===== src/rtl/rational_normalize_reduce_defines.svh =====
// Assertion macros shared by the rational reduction RTL.
`ifndef RATIONAL_NORMALIZE_REDUCE_DEFINES_SVH
`define RATIONAL_NORMALIZE_REDUCE_DEFINES_SVH

`ifndef SYNTHESIS
`define RNR_ASSERT_IMP(lbl, ante, cons) \
    lbl: assert property (@(posedge clk) disable iff (!rst_n) (ante) |-> (cons)) \
        else $error("rnr assertion failed");
`define RNR_ASSERT_NXT(lbl, ante, cons) \
    lbl: assert property (@(posedge clk) disable iff (!rst_n) (ante) |=> (cons)) \
        else $error("rnr assertion failed");
`else
`define RNR_ASSERT_IMP(lbl, ante, cons)
`define RNR_ASSERT_NXT(lbl, ante, cons)
`endif

`endif


===== src/rtl/rnr_pkg.sv =====
// Shared types and operation codes for the rational reduction block.
package rnr_pkg;

    typedef logic op_t;

    localparam op_t OP_SUB = 1'b0;
    localparam op_t OP_ABS = 1'b1;

endpackage


===== src/rtl/rnr_sub_unit.sv =====
// Shared subtract unit: difference or absolute difference with borrow.
module rnr_sub_unit #(
    parameter int WIDTH = 32
) (
    input  logic [WIDTH-1:0] x,
    input  logic [WIDTH-1:0] y,
    input  rnr_pkg::op_t     op,
    output logic [WIDTH-1:0] res,
    output logic             borrow
);
    import rnr_pkg::*;

    logic [WIDTH:0] diff;

    assign diff   = {1'b0, x} - {1'b0, y};
    assign borrow = diff[WIDTH];

    always_comb
    begin
        if (op == OP_ABS && borrow)
        begin
            res = ~diff[WIDTH-1:0] + {{(WIDTH-1){1'b0}}, 1'b1};
        end
        else
        begin
            res = diff[WIDTH-1:0];
        end
    end

endmodule


===== src/rtl/rational_normalize_reduce.sv =====
// Top level: reduces a signed fraction to lowest terms with a positive denominator.
// Steps: a binary GCD, two restoring divisions by the GCD (numerator, then denominator),
// then loading the output registers. A zero denominator goes straight to the output load.
// A new fraction is taken only in idle; the single shared subtractor serves the GCD and
// both divisions. A stalled result holds the sequencer in its last step.
// Reset clears the sequencer and the output valid; data registers are not reset.
`include "rational_normalize_reduce_defines.svh"

module rational_normalize_reduce #(
    parameter int WIDTH = 32
) (
    input  logic                    clk,
    input  logic                    rst_n,
    input  logic                    in_valid,
    output logic                    in_ready,
    input  logic signed [WIDTH-1:0] num_in,
    input  logic signed [WIDTH-1:0] den_in,
    output logic                    out_valid,
    input  logic                    out_ready,
    output logic signed [WIDTH-1:0] num_out,
    output logic        [WIDTH-2:0] den_out,
    output logic                    zero_den_error
);
    import rnr_pkg::*;

    localparam int CW = $clog2(WIDTH);
    localparam logic [CW-1:0] CNT_LAST = CW'(WIDTH - 1);

    localparam logic [2:0] ST_IDLE = 3'd0;
    localparam logic [2:0] ST_GCD  = 3'd1;
    localparam logic [2:0] ST_DIVN = 3'd2;
    localparam logic [2:0] ST_DIVD = 3'd3;
    localparam logic [2:0] ST_DONE = 3'd4;

    logic [2:0]       state_reg, state_next;
    logic [WIDTH-1:0] a_reg, a_next;
    logic [WIDTH-1:0] b_reg, b_next;
    logic [CW-1:0]    k_reg, k_next;
    logic [WIDTH-1:0] g_reg, g_next;
    logic [WIDTH-1:0] nmag_reg, nmag_next;
    logic [WIDTH-1:0] dmag_reg, dmag_next;
    logic [WIDTH-1:0] q_reg, q_next;
    logic [WIDTH-1:0] r_reg, r_next;
    logic [CW-1:0]    cnt_reg, cnt_next;
    logic             neg_reg, neg_next;
    logic             err_reg, err_next;
    logic [WIDTH-2:0] rn_reg, rn_next;
    logic [WIDTH-2:0] rd_reg, rd_next;
    logic [WIDTH-1:0] num_out_reg, num_out_next;
    logic [WIDTH-2:0] den_out_reg, den_out_next;
    logic             zde_reg, zde_next;
    logic             out_valid_reg, out_valid_next;

    logic [WIDTH-1:0] num_mag, den_mag;
    logic [WIDTH-1:0] unit_x, unit_y, unit_res;
    op_t              unit_op;
    logic             unit_borrow;
    logic [WIDTH-1:0] rem_shift;
    logic [WIDTH-1:0] q_step;
    logic [WIDTH-1:0] r_step;
    logic [WIDTH-2:0] q_sat;
    logic [WIDTH-1:0] rn_ext;

    assign num_mag = num_in[WIDTH-1] ? (~num_in + WIDTH'(1)) : num_in;
    assign den_mag = den_in[WIDTH-1] ? (~den_in + WIDTH'(1)) : den_in;

    assign rem_shift = {r_reg[WIDTH-2:0], q_reg[WIDTH-1]};

    always_comb
    begin
        if (state_reg == ST_GCD)
        begin
            unit_op = OP_ABS;
            unit_x  = a_reg;
            unit_y  = b_reg;
        end
        else
        begin
            unit_op = OP_SUB;
            unit_x  = rem_shift;
            unit_y  = g_reg;
        end
    end

    rnr_sub_unit #(
        .WIDTH (WIDTH)
    ) u_sub (
        .x      (unit_x),
        .y      (unit_y),
        .op     (unit_op),
        .res    (unit_res),
        .borrow (unit_borrow)
    );

    assign q_step = {q_reg[WIDTH-2:0], ~unit_borrow};
    assign r_step = unit_borrow ? rem_shift : unit_res;
    assign q_sat  = q_step[WIDTH-1] ? {(WIDTH-1){1'b1}} : q_step[WIDTH-2:0];
    assign rn_ext = {1'b0, rn_reg};

    always_comb
    begin
        state_next     = state_reg;
        a_next         = a_reg;
        b_next         = b_reg;
        k_next         = k_reg;
        g_next         = g_reg;
        nmag_next      = nmag_reg;
        dmag_next      = dmag_reg;
        q_next         = q_reg;
        r_next         = r_reg;
        cnt_next       = cnt_reg;
        neg_next       = neg_reg;
        err_next       = err_reg;
        rn_next        = rn_reg;
        rd_next        = rd_reg;
        num_out_next   = num_out_reg;
        den_out_next   = den_out_reg;
        zde_next       = zde_reg;
        out_valid_next = out_valid_reg;

        if (out_valid_reg && out_ready)
        begin
            out_valid_next = 1'b0;
        end

        case (state_reg)
            ST_IDLE:
            begin
                if (in_valid)
                begin
                    a_next    = num_mag;
                    b_next    = den_mag;
                    nmag_next = num_mag;
                    dmag_next = den_mag;
                    k_next    = '0;
                    neg_next  = num_in[WIDTH-1] ^ den_in[WIDTH-1];
                    err_next  = (den_mag == '0);
                    rn_next   = '0;
                    rd_next   = {{(WIDTH-2){1'b0}}, 1'b1};
                    state_next = (den_mag == '0) ? ST_DONE : ST_GCD;
                end
            end
            ST_GCD:
            begin
                if (a_reg == b_reg || a_reg == '0)
                begin
                    g_next     = b_reg << k_reg;
                    q_next     = nmag_reg;
                    r_next     = '0;
                    cnt_next   = CNT_LAST;
                    state_next = ST_DIVN;
                end
                else if (!a_reg[0] && !b_reg[0])
                begin
                    a_next = a_reg >> 1;
                    b_next = b_reg >> 1;
                    k_next = k_reg + CW'(1);
                end
                else if (!a_reg[0])
                begin
                    a_next = a_reg >> 1;
                end
                else if (!b_reg[0])
                begin
                    b_next = b_reg >> 1;
                end
                else if (unit_borrow)
                begin
                    b_next = unit_res >> 1;
                end
                else
                begin
                    a_next = unit_res >> 1;
                end
            end
            ST_DIVN:
            begin
                q_next = q_step;
                r_next = r_step;
                if (cnt_reg == '0)
                begin
                    rn_next    = q_sat;
                    q_next     = dmag_reg;
                    r_next     = '0;
                    cnt_next   = CNT_LAST;
                    state_next = ST_DIVD;
                end
                else
                begin
                    cnt_next = cnt_reg - CW'(1);
                end
            end
            ST_DIVD:
            begin
                q_next = q_step;
                r_next = r_step;
                if (cnt_reg == '0)
                begin
                    rd_next    = q_sat;
                    state_next = ST_DONE;
                end
                else
                begin
                    cnt_next = cnt_reg - CW'(1);
                end
            end
            ST_DONE:
            begin
                if (!out_valid_reg || out_ready)
                begin
                    num_out_next   = neg_reg ? (~rn_ext + WIDTH'(1)) : rn_ext;
                    den_out_next   = rd_reg;
                    zde_next       = err_reg;
                    out_valid_next = 1'b1;
                    state_next     = ST_IDLE;
                end
            end
            default:
            begin
                state_next = ST_IDLE;
            end
        endcase
    end

    always_ff @(posedge clk or negedge rst_n)
    begin
        if (!rst_n)
        begin
            state_reg     <= ST_IDLE;
            out_valid_reg <= 1'b0;
        end
        else
        begin
            state_reg     <= state_next;
            out_valid_reg <= out_valid_next;
        end
    end

    always_ff @(posedge clk)
    begin
        a_reg       <= a_next;
        b_reg       <= b_next;
        k_reg       <= k_next;
        g_reg       <= g_next;
        nmag_reg    <= nmag_next;
        dmag_reg    <= dmag_next;
        q_reg       <= q_next;
        r_reg       <= r_next;
        cnt_reg     <= cnt_next;
        neg_reg     <= neg_next;
        err_reg     <= err_next;
        rn_reg      <= rn_next;
        rd_reg      <= rd_next;
        num_out_reg <= num_out_next;
        den_out_reg <= den_out_next;
        zde_reg     <= zde_next;
    end

    assign in_ready       = (state_reg == ST_IDLE);
    assign out_valid      = out_valid_reg;
    assign num_out        = num_out_reg;
    assign den_out        = den_out_reg;
    assign zero_den_error = zde_reg;

    `RNR_ASSERT_NXT(a_busy_after_req, in_valid && in_ready, !in_ready)
    `RNR_ASSERT_IMP(a_den_nonzero, out_valid, den_out != '0)
    `RNR_ASSERT_IMP(a_err_zero_one, out_valid && zero_den_error, num_out == '0 && den_out == 1)
    `RNR_ASSERT_IMP(a_divisor_nonzero, state_reg == ST_DIVN || state_reg == ST_DIVD, g_reg != '0)

endmodule

===== config.mk =====
export PLATFORM = sky130hd
export DESIGN_NAME = rational_normalize_reduce
export DESIGN_NICKNAME = d
export VERILOG_FILES = /design/src/rtl/rnr_pkg.sv /design/src/rtl/rnr_sub_unit.sv /design/src/rtl/rational_normalize_reduce.sv
export VERILOG_INCLUDE_DIRS = /design/src /design/src/rtl
export SDC_FILE = /design/constraint.sdc
export NUM_CORES = 1
export LEC_CHECK = 0
export ABC_CLOCK_PERIOD_IN_PS = 11400
export BUFFER_PORTS_ARGS = -buffer_cell sky130_fd_sc_hd__buf_2
export CORE_MARGIN = 3
export CORE_UTILIZATION = 60
export DETAILED_ROUTE_END_ITERATION = 8
export GPL_TIMING_DRIVEN = 1
export PLACE_DENSITY = 0.83
export SLEW_MARGIN = 0
export SYNTH_ARGS = -nofsm -noshare
export SYNTH_HDL_FRONTEND = slang
export SYNTH_HIERARCHICAL = 1
export SYNTH_SLANG_ARGS = --single-unit

===== constraint.sdc =====
create_clock -name clk -period 11.4 [get_ports clk]
set_clock_uncertainty 0.05 [all_clocks]
set_input_delay 0.57 -clock clk [delete_from_list [all_inputs] [get_ports clk]]
set_output_delay 0.57 -clock clk [all_outputs]
set_load 0.02 [all_outputs]

* Word-level counts from Yosys, hierarchy flattened
Index checks and enable logic that the tools add are counted.
** Operators by class
- Shift operators :: 1
- Mux-type cells :: 52
- Bitwise operators :: 6
- Add/subtract/negate cells :: 7
- Reductions and logical operators :: 29
- Eq/ne operators :: 17
** Operators with widths (number)
- 32-bit 2-to-1 mux :: 19
- 31-bit 2-to-1 mux :: 8
- 32-bit one-hot mux with 2 select lines :: 2
- 31-bit one-hot mux with 2 select lines :: 2
- 32-bit inverter :: 3
- 32-bit one-hot mux with 3 select lines :: 1
- 31-bit one-hot mux with 3 select lines :: 1
- 32-bit by 1-bit adder with 32-bit output, second input constant :: 2
- 32-bit by 2-bit adder with 32-bit output, second input constant :: 2
- 32-bit zero test :: 2
- 32-bit by 32-bit subtractor with 33-bit output :: 1
- 32-bit == test :: 1
- 31-bit inverter with 32-bit output :: 1
- 32-bit by 5-bit << shifter with 32-bit output :: 1
- 5-bit 2-to-1 mux :: 6
- 3-bit 2-to-1 mux :: 6
- 3-bit one-hot mux with 5 select lines :: 1
- 5-bit one-hot mux with 3 select lines :: 1
- 5-bit AND reduction :: 3
- 2-bit inequality test, second input constant :: 6
- 3-bit AND reduction :: 4
- 5-bit one-hot mux with 2 select lines :: 1
- 2-bit AND reduction :: 4
- 4-bit AND reduction :: 2
- 20 further kinds :: 32
** Word-level totals
- Output and inout port bits :: 66
- Bits of input ports :: 68
- Register bits after elaboration :: 365

* Logic depth before layout (Yosys ltp)
Gate-level depths: netlist of run 1.
- Depth after elaboration :: 12
- Depth in mapped cells :: 24
- Depth with buffers taken out :: 20

* Modules after synthesis
Netlist of run 1, hierarchy kept.
** By module, submodules not included
- rational_normalize_reduce :: area an instance 19072.0 µm², sequential area each 10940.5 µm², cells an instance 1791, times used 1
- rnr_sub_unit :: area an instance 2991.6 µm², sequential area each 0.0 µm², cells an instance 448, times used 1

* Worst setup path after synthesis of run 1
OpenSTA, ideal clock, no wires.
- Path kind :: register to register
- From :: register state_reg[0]
- To :: register b_reg[10], enable pin
- Required time :: 10.888 ns
- Arrival :: 6.083 ns
- Setup slack :: 4.805 ns
- Path buffers :: 5
- Clock period less this slack :: 6.595 ns
- Stages on the path, launching flop included :: 20
- Path through :: dfrtp_1 clkbuf_1 nand3_1 clkbuf_1 buf_1 buf_1 nand2_1 nand2_1 inv_1 ha_1 clkbuf_1 nand2_1 o2111ai_1 a221oi_1 o21a_1 o31ai_1 a31oi_1 nand2b_1 a21oi_1 o21ai_0
** Between the ends
- Cells in the longest elaborated chain, start to end :: 5
- Elaborated cells on any way between the ends :: 11
** RTL lines
- start: declaration :: RTL line rational_normalize_reduce.sv:35 : logic [2:0] state_reg, state_next;
- start signal: assignment :: RTL line rational_normalize_reduce.sv:234 : state_reg <= state_next;
- 3-bit by 1-bit == test with 1-bit output :: RTL line rational_normalize_reduce.sv:71 : if (state_reg == ST_GCD)
- 32-bit 2-to-1 mux :: RTL line rational_normalize_reduce.sv:71
- via unit_y[18] :: RTL line rational_normalize_reduce.sv:55 : logic [WIDTH-1:0] unit_x, unit_y, unit_res;
- 32-bit by 32-bit subtractor with 33-bit output :: RTL line rnr_sub_unit.sv:15 : assign diff = {1'b0, x} - {1'b0, y};
- via unit_borrow :: RTL line rational_normalize_reduce.sv:57 : logic unit_borrow;
- 4-bit by 2-bit inequality test with 1-bit output (no line)
- 5-bit AND reduction (no line)
- end signal: assignment :: RTL line rational_normalize_reduce.sv:242 : b_reg <= b_next;
- end: declaration :: RTL line rational_normalize_reduce.sv:37 : logic [WIDTH-1:0] b_reg, b_next;
The timed path passes the listed nets, and every way through them passes these cells.
A chain may end at the register's enable or synchronous reset.

* Worst setup path after layout of run 1
- From :: register state_reg[2]
- To :: register b_reg[12] (data pin)
** Between the ends
- Elaborated cells on any way between the ends :: 16
** RTL lines
- 3-bit by 1-bit == test with 1-bit output :: RTL line rational_normalize_reduce.sv:71
- 32-bit 2-to-1 mux :: RTL line rational_normalize_reduce.sv:71
- via unit_y[2] :: RTL line rational_normalize_reduce.sv:55
- 32-bit by 32-bit subtractor with 33-bit output :: RTL line rnr_sub_unit.sv:15
- via unit_borrow :: RTL line rational_normalize_reduce.sv:57
- 1-bit logical AND :: RTL line rnr_sub_unit.sv:20 : if (op == OP_ABS && borrow)
- 32-bit 2-to-1 mux :: RTL line rnr_sub_unit.sv:20
- via unit_res[13] :: RTL line rational_normalize_reduce.sv:55
- 32-bit 2-to-1 mux :: RTL line rational_normalize_reduce.sv:167 : else if (unit_borrow)
- 32-bit 2-to-1 mux :: RTL line rational_normalize_reduce.sv:163 : else if (!b_reg[0])
- 32-bit 2-to-1 mux :: RTL line rational_normalize_reduce.sv:159 : else if (!a_reg[0])
- 32-bit 2-to-1 mux :: RTL line rational_normalize_reduce.sv:153 : else if (!a_reg[0] && !b_reg[0])
- 32-bit 2-to-1 mux :: RTL line rational_normalize_reduce.sv:145 : if (a_reg == b_reg || a_reg == '0)
- 32-bit one-hot mux with 2 select lines :: RTL line rational_normalize_reduce.sv:126 : case (state_reg)
- via b_next[12] :: RTL line rational_normalize_reduce.sv:37
The timed path passes the listed nets, and every way through them passes these cells. The select of a mux whose other input is x is not followed.

==> results by stage, run 1 <==
Synth:
- Counting distinct cell types in the post-synthesis netlist gives 93.
- For this run, the leading register cell type out of synthesis is edfxtp_1.
- The synthesis-stage register bit count is approximately 370.
- The gate count after technology mapping is 2239.
- The cell area after technology mapping is 0.0221 mm².
- Of the synthesized area, sequential elements account for 0.496.
- In this run, synthesis inferred 361 flip-flops with an integrated enable.
- The number of warnings printed during yosys synthesis is 6.
- The share of flip-flops with an asynchronous set or reset after synthesis is 0.0110.
- The synthesized net count is 2348.
- The mean area per synthesized cell is 9.85 µm².

Worst hold path:
- The end point of the worst hold path is dmag_reg[0].
- The startpoint identified for the worst hold timing path is den_in[0].
- The count of cells along the worst hold path is 1.
- In this run the worst hold path is classified as in -> reg.

Drt:
- The detailed router placed roughly 18000 vias in this run.
- In the routed design, unresolved DRC markers number 0.
- The final routed wirelength across all metal layers is 65500 µm.
- Once detail routing completed, the nets flagged for antenna violations numbered 0.
- The number of DRC markers after the initial detailed-route iteration is 2618.
- The per-cell via count in the routed design is ~6.5.
- The first TritonRoute pass finished after 6 iterations.
- After detailed routing, the average wire length per cell comes to 23.5 µm.

Worst setup path:
- The worst setup path is of the reg -> reg kind.
- The kind of end point of the critical path is a flip-flop.
- Among all stages on the critical path, the largest delay is contributed by a31oi_4.
- The largest single stage delay on the critical path is 0.68 ns.
- The worst setup path is launched from a flip-flop.
- The launch point of the worst reg-to-reg path is state_reg[2].
- Counting both buffers and inverters, the worst setup path holds a total of 5.
- The critical path depth in cells is 22.
- In this run the worst setup path begins at state_reg[2].
- The maximum net fanout on the critical path is 67.
- STA puts the critical path data arrival time at 7.59 ns.
- The critical path goes through inv_1, nand3_4, buf_4, buf_4, nand2_1, nand2_1, inv_1, ha_1, nor2b_1, o2111ai_1, o2111a_1, o31a_1, o21a_1, o31ai_1, a31oi_4, buf_4, and2_1, o21ai_0, xnor2_1, and3_1, a211oi_1, a21oi_1.
- The capturing point of the worst reg2reg path is b_reg[12].
- The endpoint required time on the critical path is around 12 ns.
- The category of cells accounting for the largest share of critical-path delay is compound AO/OA/AOI/OAI gates.
- Counting stages on the worst path, the most repeated cell is buf_4.
- The number of cells on the worst reg-to-reg path is 22.
- In this run the register-to-register setup slack is 4.05 ns.

Global route:
- Entering global routing, the biggest net connects 68 pins.
- The initial antenna violation count is 1.
- The global-route wire length before repair is 99100 µm.
- The aggregate global-route resource usage is 0.329.
- The total overflow left after global routing is 0.
- The via count of the first global-routing pass is around 17000.

Power:
- The analysis attributes to net switching a power of around 3.6 mW.
- The standby leakage power is 9.28 nW.
- The net switching share of the total power is 0.470.
- The internal power contribution is about 4 mW.
- The fraction of power consumed by combinational cells is 0.551.
- The peak supply drop is 0.205 mV.
- The total power divided by cell area is 312 mW/mm².
- Summing internal, switching and leakage power gives 7.56 mW.
- The share of total power dissipated in sequential elements is 0.280.
- The proportion of power drawn by the clock network is 0.168.

Placement:
- The final weighted congestion in routability-driven placement is 1.04.
- The cell count after placement is ~2700.
- The HPWL after detailed placement is ~48000 µm.
- The setup slack at placement is around 4.3 ns.
- The number of buffer cells added on primary ports is 133.
- The placement-stage cell area is 0.0229 mm².

Floorplanning:
- Measured along the x axis, the die boundary spans 198 µm.
- The count of pins on the block boundary is 134.
- For this configuration, the core starts out at a cell density of 0.614.
- The die boundary height is 198 µm.
- The number of standard-cell rows in the floorplan is 69.
- In this run the standard cell core region covers 0.0359 mm².
- The overall die area is 0.0391 mm².

Timing:
- The count of final setup violators is 0.
- The final critical path time including I/O delays and setup is 7.35 ns.
- Adding up every negative setup slack in the final design gives 0 ns.
- The number of endpoints with negative hold slack in the final report is 0.
- For the pin with the worst max-slew slack, the measured transition is between 1 and 1.5 ns.
- The number of max-slew violations in the final report is 0.
- Static timing analysis puts the maximum clock frequency at 136 MHz.
- The final worst-path cycle share is 0.644.
- Setup repair after global routing left no endpoint under its margin.
- The post-layout worst setup margin is 4.05 ns.
- The headroom to the max-slew limit is 0.220.
- The post-route worst hold slack is 0.233 ns.

Finish:
- The final design instance area without fill is 0.0243 mm².
- Leaving out fill and tap cells, the most frequent cells in the layout are 366 x nand2_1, 361 x edfxtp_1, 260 x nor2_1.
- The fraction of final layout cells sized beyond drive strength 1 is 0.122.
- The final layout net count is between 2000 and 2500.
- Relative to the synthesized area, the layout overhead comes to 9.97%.
- The commonest non-fill, non-tap cell in the layout is nand2_1.
- After the flow finishes, the layout carries non-filler instances totaling 2791.
- For this run, the share of the core covered by cells in the final layout is 0.676.
- The total of fill cells in the finished design is about 2700.

CTS:
- The number of CTS-inserted buffers is 38.
- The sink count of the clock tree is ~370.
- The number of setup buffers added after CTS is 0.
- TritonCTS built the clock tree.
- After clock tree synthesis, the clock-pin slew on the worst setup and hold paths is 0.07 ns.
- Gates resized during post-CTS repair numbered 0.
- The buffer type at the clock tree root is clkbuf_16.
- The maximum level of the CTS H-tree is 2.
- The clock insertion delay at the later pin of the skew report is around 0.57 ns.
- The clock passes through at most 3 buffers.
- The number of hold buffers added after CTS was 1.

Job:
- The max-cap violation count is 0.

Status:
- The run finished with clean final reports.
[layout make-up]
| cell class | count | area (µm²) | share of cell area |
|---|---|---|---|
| Sequential cell | 365 | 10900 | 0.451 |
| Timing Repair Buffer | 153 | 818 | 0.0337 |
| Clock buffer | 43 | 980 | 0.0404 |
| Multi-Input combinational cell | 1646 | 10300 | 0.424 |
| Inverter | 86 | 324 | 0.0134 |
| Tap cell | 461 | 577 | 0.0238 |
| Clock inverter | 27 | 303 | 0.0125 |
| Antenna cell | 10 | 25.0 | 0.00103 |
[per-layer routing]
metal,wire length [µm],vias to the layer above,GRT usage,share of wire
met5,12,-,0,0.00018
met4,3690,2,0.167,0.056
met3,6320,205,0.0475,0.096
met2,30900,1097,0.541,0.47
met1,24600,8727,0.430,0.38
li1,-,8230,-,-
[power groups by stage]
stage / Combinational [mW] / Sequential [mW] / Clock [mW]
global route: 4.51 / 2.13 / 1.33
CTS: 4.04 / 2.10 / 1.28
floorplan: 3.13 / 1.94 / 0
global placement: 3.95 / 2.13 / 0
detailed placement: 4.03 / 2.13 / 0
finish: 4.17 / 2.12 / 1.27
[worst max path at each step]
stage / endpoint
after floorplan: b_reg[10]
after global placement: b_reg[12]
after detailed placement: b_reg[13]
after CTS: b_reg[13]
after global routing: b_reg[13]
final: b_reg[12]
[Yosys cell counts (36+ instances only)]
| master | number | area, µm² |
|---|---|---|
| nand2_1 | 367 | 1380 |
| a21oi_1 | 93 | 465 |
| xnor2_1 | 98 | 858 |
| edfxtp_1 | 361 | 10800 |
| nor4_1 | 36 | 225 |
| o21ai_0 | 113 | 566 |
| xor2_1 | 78 | 683 |
| nand3_1 | 40 | 200 |
| inv_1 | 85 | 319 |
| mux2i_1 | 99 | 991 |
| clkbuf_1 | 112 | 420 |
| ha_1 | 40 | 500 |
| nor2_1 | 262 | 983 |
[logic make-up (layout without fill, tap and decap cells)]
group | Yosys count | after routing | share of synthesized area
other | 0 | 10 | 0
multiplexers | 116 | 116 | 0.0577
AND/OR/NAND/NOR | 876 | 876 | 0.180
XOR/XNOR | 178 | 178 | 0.0713
adder cells (fa/ha/maj) | 41 | 41 | 0.0236
flip-flops | 365 | 365 | 0.496
buffers and inverters | 228 | 309 | 0.0408
AO/OA/AOI/OAI | 435 | 435 | 0.131
Power figures use the tool's default switching activity.
==> run 2, diff against run 1 <==
--- a/config.mk
+++ b/config.mk
@@ -6,7 +6,8 @@
 export SDC_FILE = /design/constraint.sdc
 export NUM_CORES = 1
 export LEC_CHECK = 0
-export ABC_CLOCK_PERIOD_IN_PS = 11400
+export ABC_AREA = 1
+export ABC_CLOCK_PERIOD_IN_PS = 7600
 export BUFFER_PORTS_ARGS = -buffer_cell sky130_fd_sc_hd__buf_2
 export CORE_MARGIN = 3
 export CORE_UTILIZATION = 60
==> constraint.sdc (replaced) <==
create_clock -name clk -period 7.6 [get_ports clk]
set_clock_uncertainty 0.05 [all_clocks]
set_input_delay 0.38 -clock clk [delete_from_list [all_inputs] [get_ports clk]]
set_output_delay 0.38 -clock clk [all_outputs]
set_load 0.02 [all_outputs]
==> results by stage, run 2 <==
Status:
- The flow ran to the end, and the final reports show no timing, DRC or antenna violations.

Worst setup path:
- The minimum setup slack among reg-to-reg paths is 1.57 ns.
- Measured in cells, the most critical reg-to-reg path has a length of 23.
- The signal on the critical path passes through nor2_1, nand2_4, inv_2, nand2_1, nand2_1, ha_1, nand2_1, inv_2, nand2_1, nand3_1, nand2_1, nand2_1, a21oi_1, nand2_2, a21oi_4, nand2_4, inv_4, nand2_1, xnor2_1, inv_1, o21ai_0, o21ai_0, o21ai_0.
- The kind of end point of the critical path is a flip-flop.
- STA classifies the critical path startpoint as a flip-flop.
- The critical path depth in cells is 23.
- The worst register-to-register path begins at state_reg[2].
- The kind of cell with the highest combined delay along the critical path is simple AND/OR/NAND/NOR gates.
- The number of buffers and inverters on the critical path is 4.
- The most numerous cell on the critical path is nand2_1.
- For the worst setup path, the data arrival time is 6.38 ns.
- The peak per-stage delay on the critical path is 0.86 ns.
- The maximum net fanout on the critical path is 98.
- The category of the most critical setup path is reg -> reg.
- In this run the critical register-to-register path is captured at b_reg[16].
- The slowest stage of the critical path is the inv_2 cell.
- The endpoint required time on the critical path is 7.96 ns.

Drt:
- The wire length per cell after detailed routing is 21.3 µm.
- The detail route stage leaves a number of antenna-violating nets equal to 0.
- The final routed wirelength across all metal layers is 78600 µm.
- The highest metal layer used by the detailed router is met5.
- After the first detailed-routing iteration, the DRC count stood at 3115.
- Wire segments on met3 add up to 8110 µm in the final route.
- The post-route met1 wirelength is 27400 µm.
- The DRC violations left is 0.
- The per-cell via count in the routed design is between 6 and 7.
- In the detailed route, the total length drawn on met2 is between 30000 and 40000 µm.
- The total number of vias is 22400.
- The first detailed-routing pass took 7 iterations.

Synth:
- Synthesis inferred 365 register bits.
- The number of distinct library cells after synthesis is 56.
- The commonest cells after synthesis are 837 x nand2_1, 390 x inv_1, 371 x nor2_1.
- The share of Yosys cell area claimed by the top area cell type is 0.455.
- The cell area that synthesis handed to floorplanning was 0.0238 mm².
- Dividing the synthesized area by the synthesized cell count gives between 7 and 8 µm².
- The gate count after technology mapping is 3053.
- The number of warnings printed during yosys synthesis is 6.
- The fraction of the yosys area taken by sequential cells is 0.459.
- The most frequently used flop master after synthesis is edfxtp_1.
- In this run, synthesis inferred 361 flip-flops with an integrated enable.
- Yosys attributes the largest share of cell area to edfxtp_1 45%, nand2_1 13%, inv_1 6.1%.
- Counting every net in the synthesized netlist gives roughly 3200.
- The share of flip-flops with an asynchronous set or reset after synthesis is 0.0110.
- Of all cell types, the one taking the most synthesized area is edfxtp_1.
- Among all cell types in the netlist, the one instantiated most often is nand2_1.

Finish:
- Summing all multi-input logic gate instances after layout gives between 0.01 and 0.015 mm².
- Of the cells placed in the final design, the portion with a size suffix greater than 1 is 0.111.
- Summing all flip-flop and latch instances after layout gives 0.0109 mm².
- The commonest non-fill, non-tap cell in the layout is nand2_1.
- The layout has 3187 filler cells.
- The library cells used most frequently in the layout, excluding fill and tap cells, are 836 x nand2_1, 389 x inv_1, 366 x nor2_1.
- The post-layout instance count excluding filler cells is ~3700.
- Summing all non-filler instances in the final layout gives an area of approximately 0.026 mm².
- After the last flow step, the layout net total stands at 3244.
- Relative to the synthesized area, the layout overhead comes to 9.78%.

Timing:
- The final worst-path cycle share is 0.793.
- Hold is met by 0.0209 ns.
- The number of endpoints with negative hold slack in the final report came to 0.
- The worst path needs 6.03 ns of the cycle, external delays included.
- The setup TNS after final layout is 0 ns.
- At the pin with the least slew margin, the transition time is around 1.2 ns.
- The headroom to the max-slew limit is 0.207.
- The fmax is 166 MHz.
- Setup violations remaining at the end of the flow were counted as 0.
- Setup repair after global routing left no endpoint under its margin.
- The number of max-slew violations in the final report is 0.

CTS:
- The clock net in this run drives a total of 365 sinks.
- The clock insertion delay at the later pin of the skew report is 0.58 ns.
- The clock input transition at the sequential cells of the worst setup and hold paths is 0.06 ns.
- The worst-case clock buffer depth is 3.
- The maximum level of the CTS H-tree is 2.
- TritonCTS built the clock tree.
- The buffer type at the clock tree root is clkbuf_16.
- Buffers added to address setup during post-CTS repair amount to 0.
- Post-CTS repair changed the size of 0 cells.
- The number of CTS-inserted buffers is 40.

Global route:
- The via count of the first global-routing pass was 21100.
- The aggregate global-route resource usage is 0.367.
- For this run the aggregate overflow at the end of global routing stands at 0.
- The maximum number of pins on one net before global-route repair is 99.
- The initial antenna violation count came to 4.
- The global-route wire length before repair is 118000 µm.

Floorplanning:
- 134 I/O pins were placed.
- The die boundary width is between 200 and 250 µm.
- In this run the standard cell core region covers just under 0.04 mm².
- From bottom edge to top edge, the die measures 205 µm.
- In this run the core area contains 72 standard-cell rows.
- The overall die area is 0.0421 mm².
- The initial utilization of the core area, before any placement, comes to 0.612.

Placement:
- The placement-stage cell area is ~0.025 mm².
- The detailed placement HPWL is 58700 µm.
- In this run, placement finished with an instance count of 3608.
- The final weighted congestion in routability-driven placement is 1.06.
- In this run the tool buffered the top-level ports with 133 buffer cells.

Worst hold path:
- The type of the worst min-delay path is in -> reg.
- Along the worst hold path, the cell count comes to 1.
- The startpoint of the tightest hold check path is den_in[0].
- The path with the worst hold slack has its endpoint at dmag_reg[0].

Job:
- Max-cap violations in this run came to 0.
==> run 2: repair_timing <==
action,4_1_cts,5_1_grt
setup endpoints to repair,0,0
endpoints found under the hold margin,6,0
hold buffers,3,0
==> run 2: worst max-delay path by stage <==
stage	startpoint	endpoint	slack, ns
finish	state_reg[2]	b_reg[16]	1.57
global route	state_reg[2]	b_reg[26]	1.20
CTS	state_reg[2]	b_reg[16]	1.79
detailed placement	state_reg[2]	b_reg[6]	1.78
global placement	state_reg[2]	b_reg[25]	2.02
floorplan	state_reg[2]	b_reg[10]	1.20
==> run 2: per-stage QoR <==
stage	util	setup slack (ns)
floorplan	-	1.20
global placement	0.639	2.02
detailed placement	0.639	1.78
CTS	0.672	1.79
global route	0.672	1.20
finish	0.672	1.57
==> run 2: area by class of cell <==
type | count | share of cell area
flip-flops and latches | 365 | 0.418
multi-input cells | 2163 | 0.417
inverters | 409 | 0.0588
clock buffers | 58 | 0.0424
repair buffers | 156 | 0.0328
well taps | 518 | 0.0248
clock inverters | 15 | 0.00603
diodes | 2 | 0.000191
==> run 2: cells by family after synthesis <==
family,count (synthesis),share of synthesized area
xor+xnor,99,0.0364
compound gates,473,0.113
buf+inv,525,0.0850
fa+ha+maj,41,0.0218
flops,365,0.459
simple gates,1530,0.276
mux,20,0.00840
==> run 2: worst reg2reg max path: stages (launching register included) <==
cell and delay [ns]:
dfrtp_1 0.45, nor2_1 0.26, nand2_4 0.51, inv_2 0.87
nand2_1 0.22, nand2_1 0.15, ha_1 0.30, nand2_1 0.13
inv_2 0.05, nand2_1 0.06, nand3_1 0.09, nand2_1 0.07
nand2_1 0.05, a21oi_1 0.27, nand2_2 0.14, a21oi_4 0.58
nand2_4 0.30, inv_4 0.34, nand2_1 0.13, xnor2_1 0.15
inv_1 0.07, o21ai_0 0.28, o21ai_0 0.16, o21ai_0 0.19
==> run 2: metal layers <==
metal / vias up / track usage
met3: 374 / 0.0720
met2: 1517 / 0.609
met5: - / 0
met1: 10300 / 0.433
met4: 2 / 0.249
li1: 10200 / -
Power of run 2 is left out: the tool's default activity adds up to more than one toggle a clock period on the data nets, which glitch-free logic cannot reach.
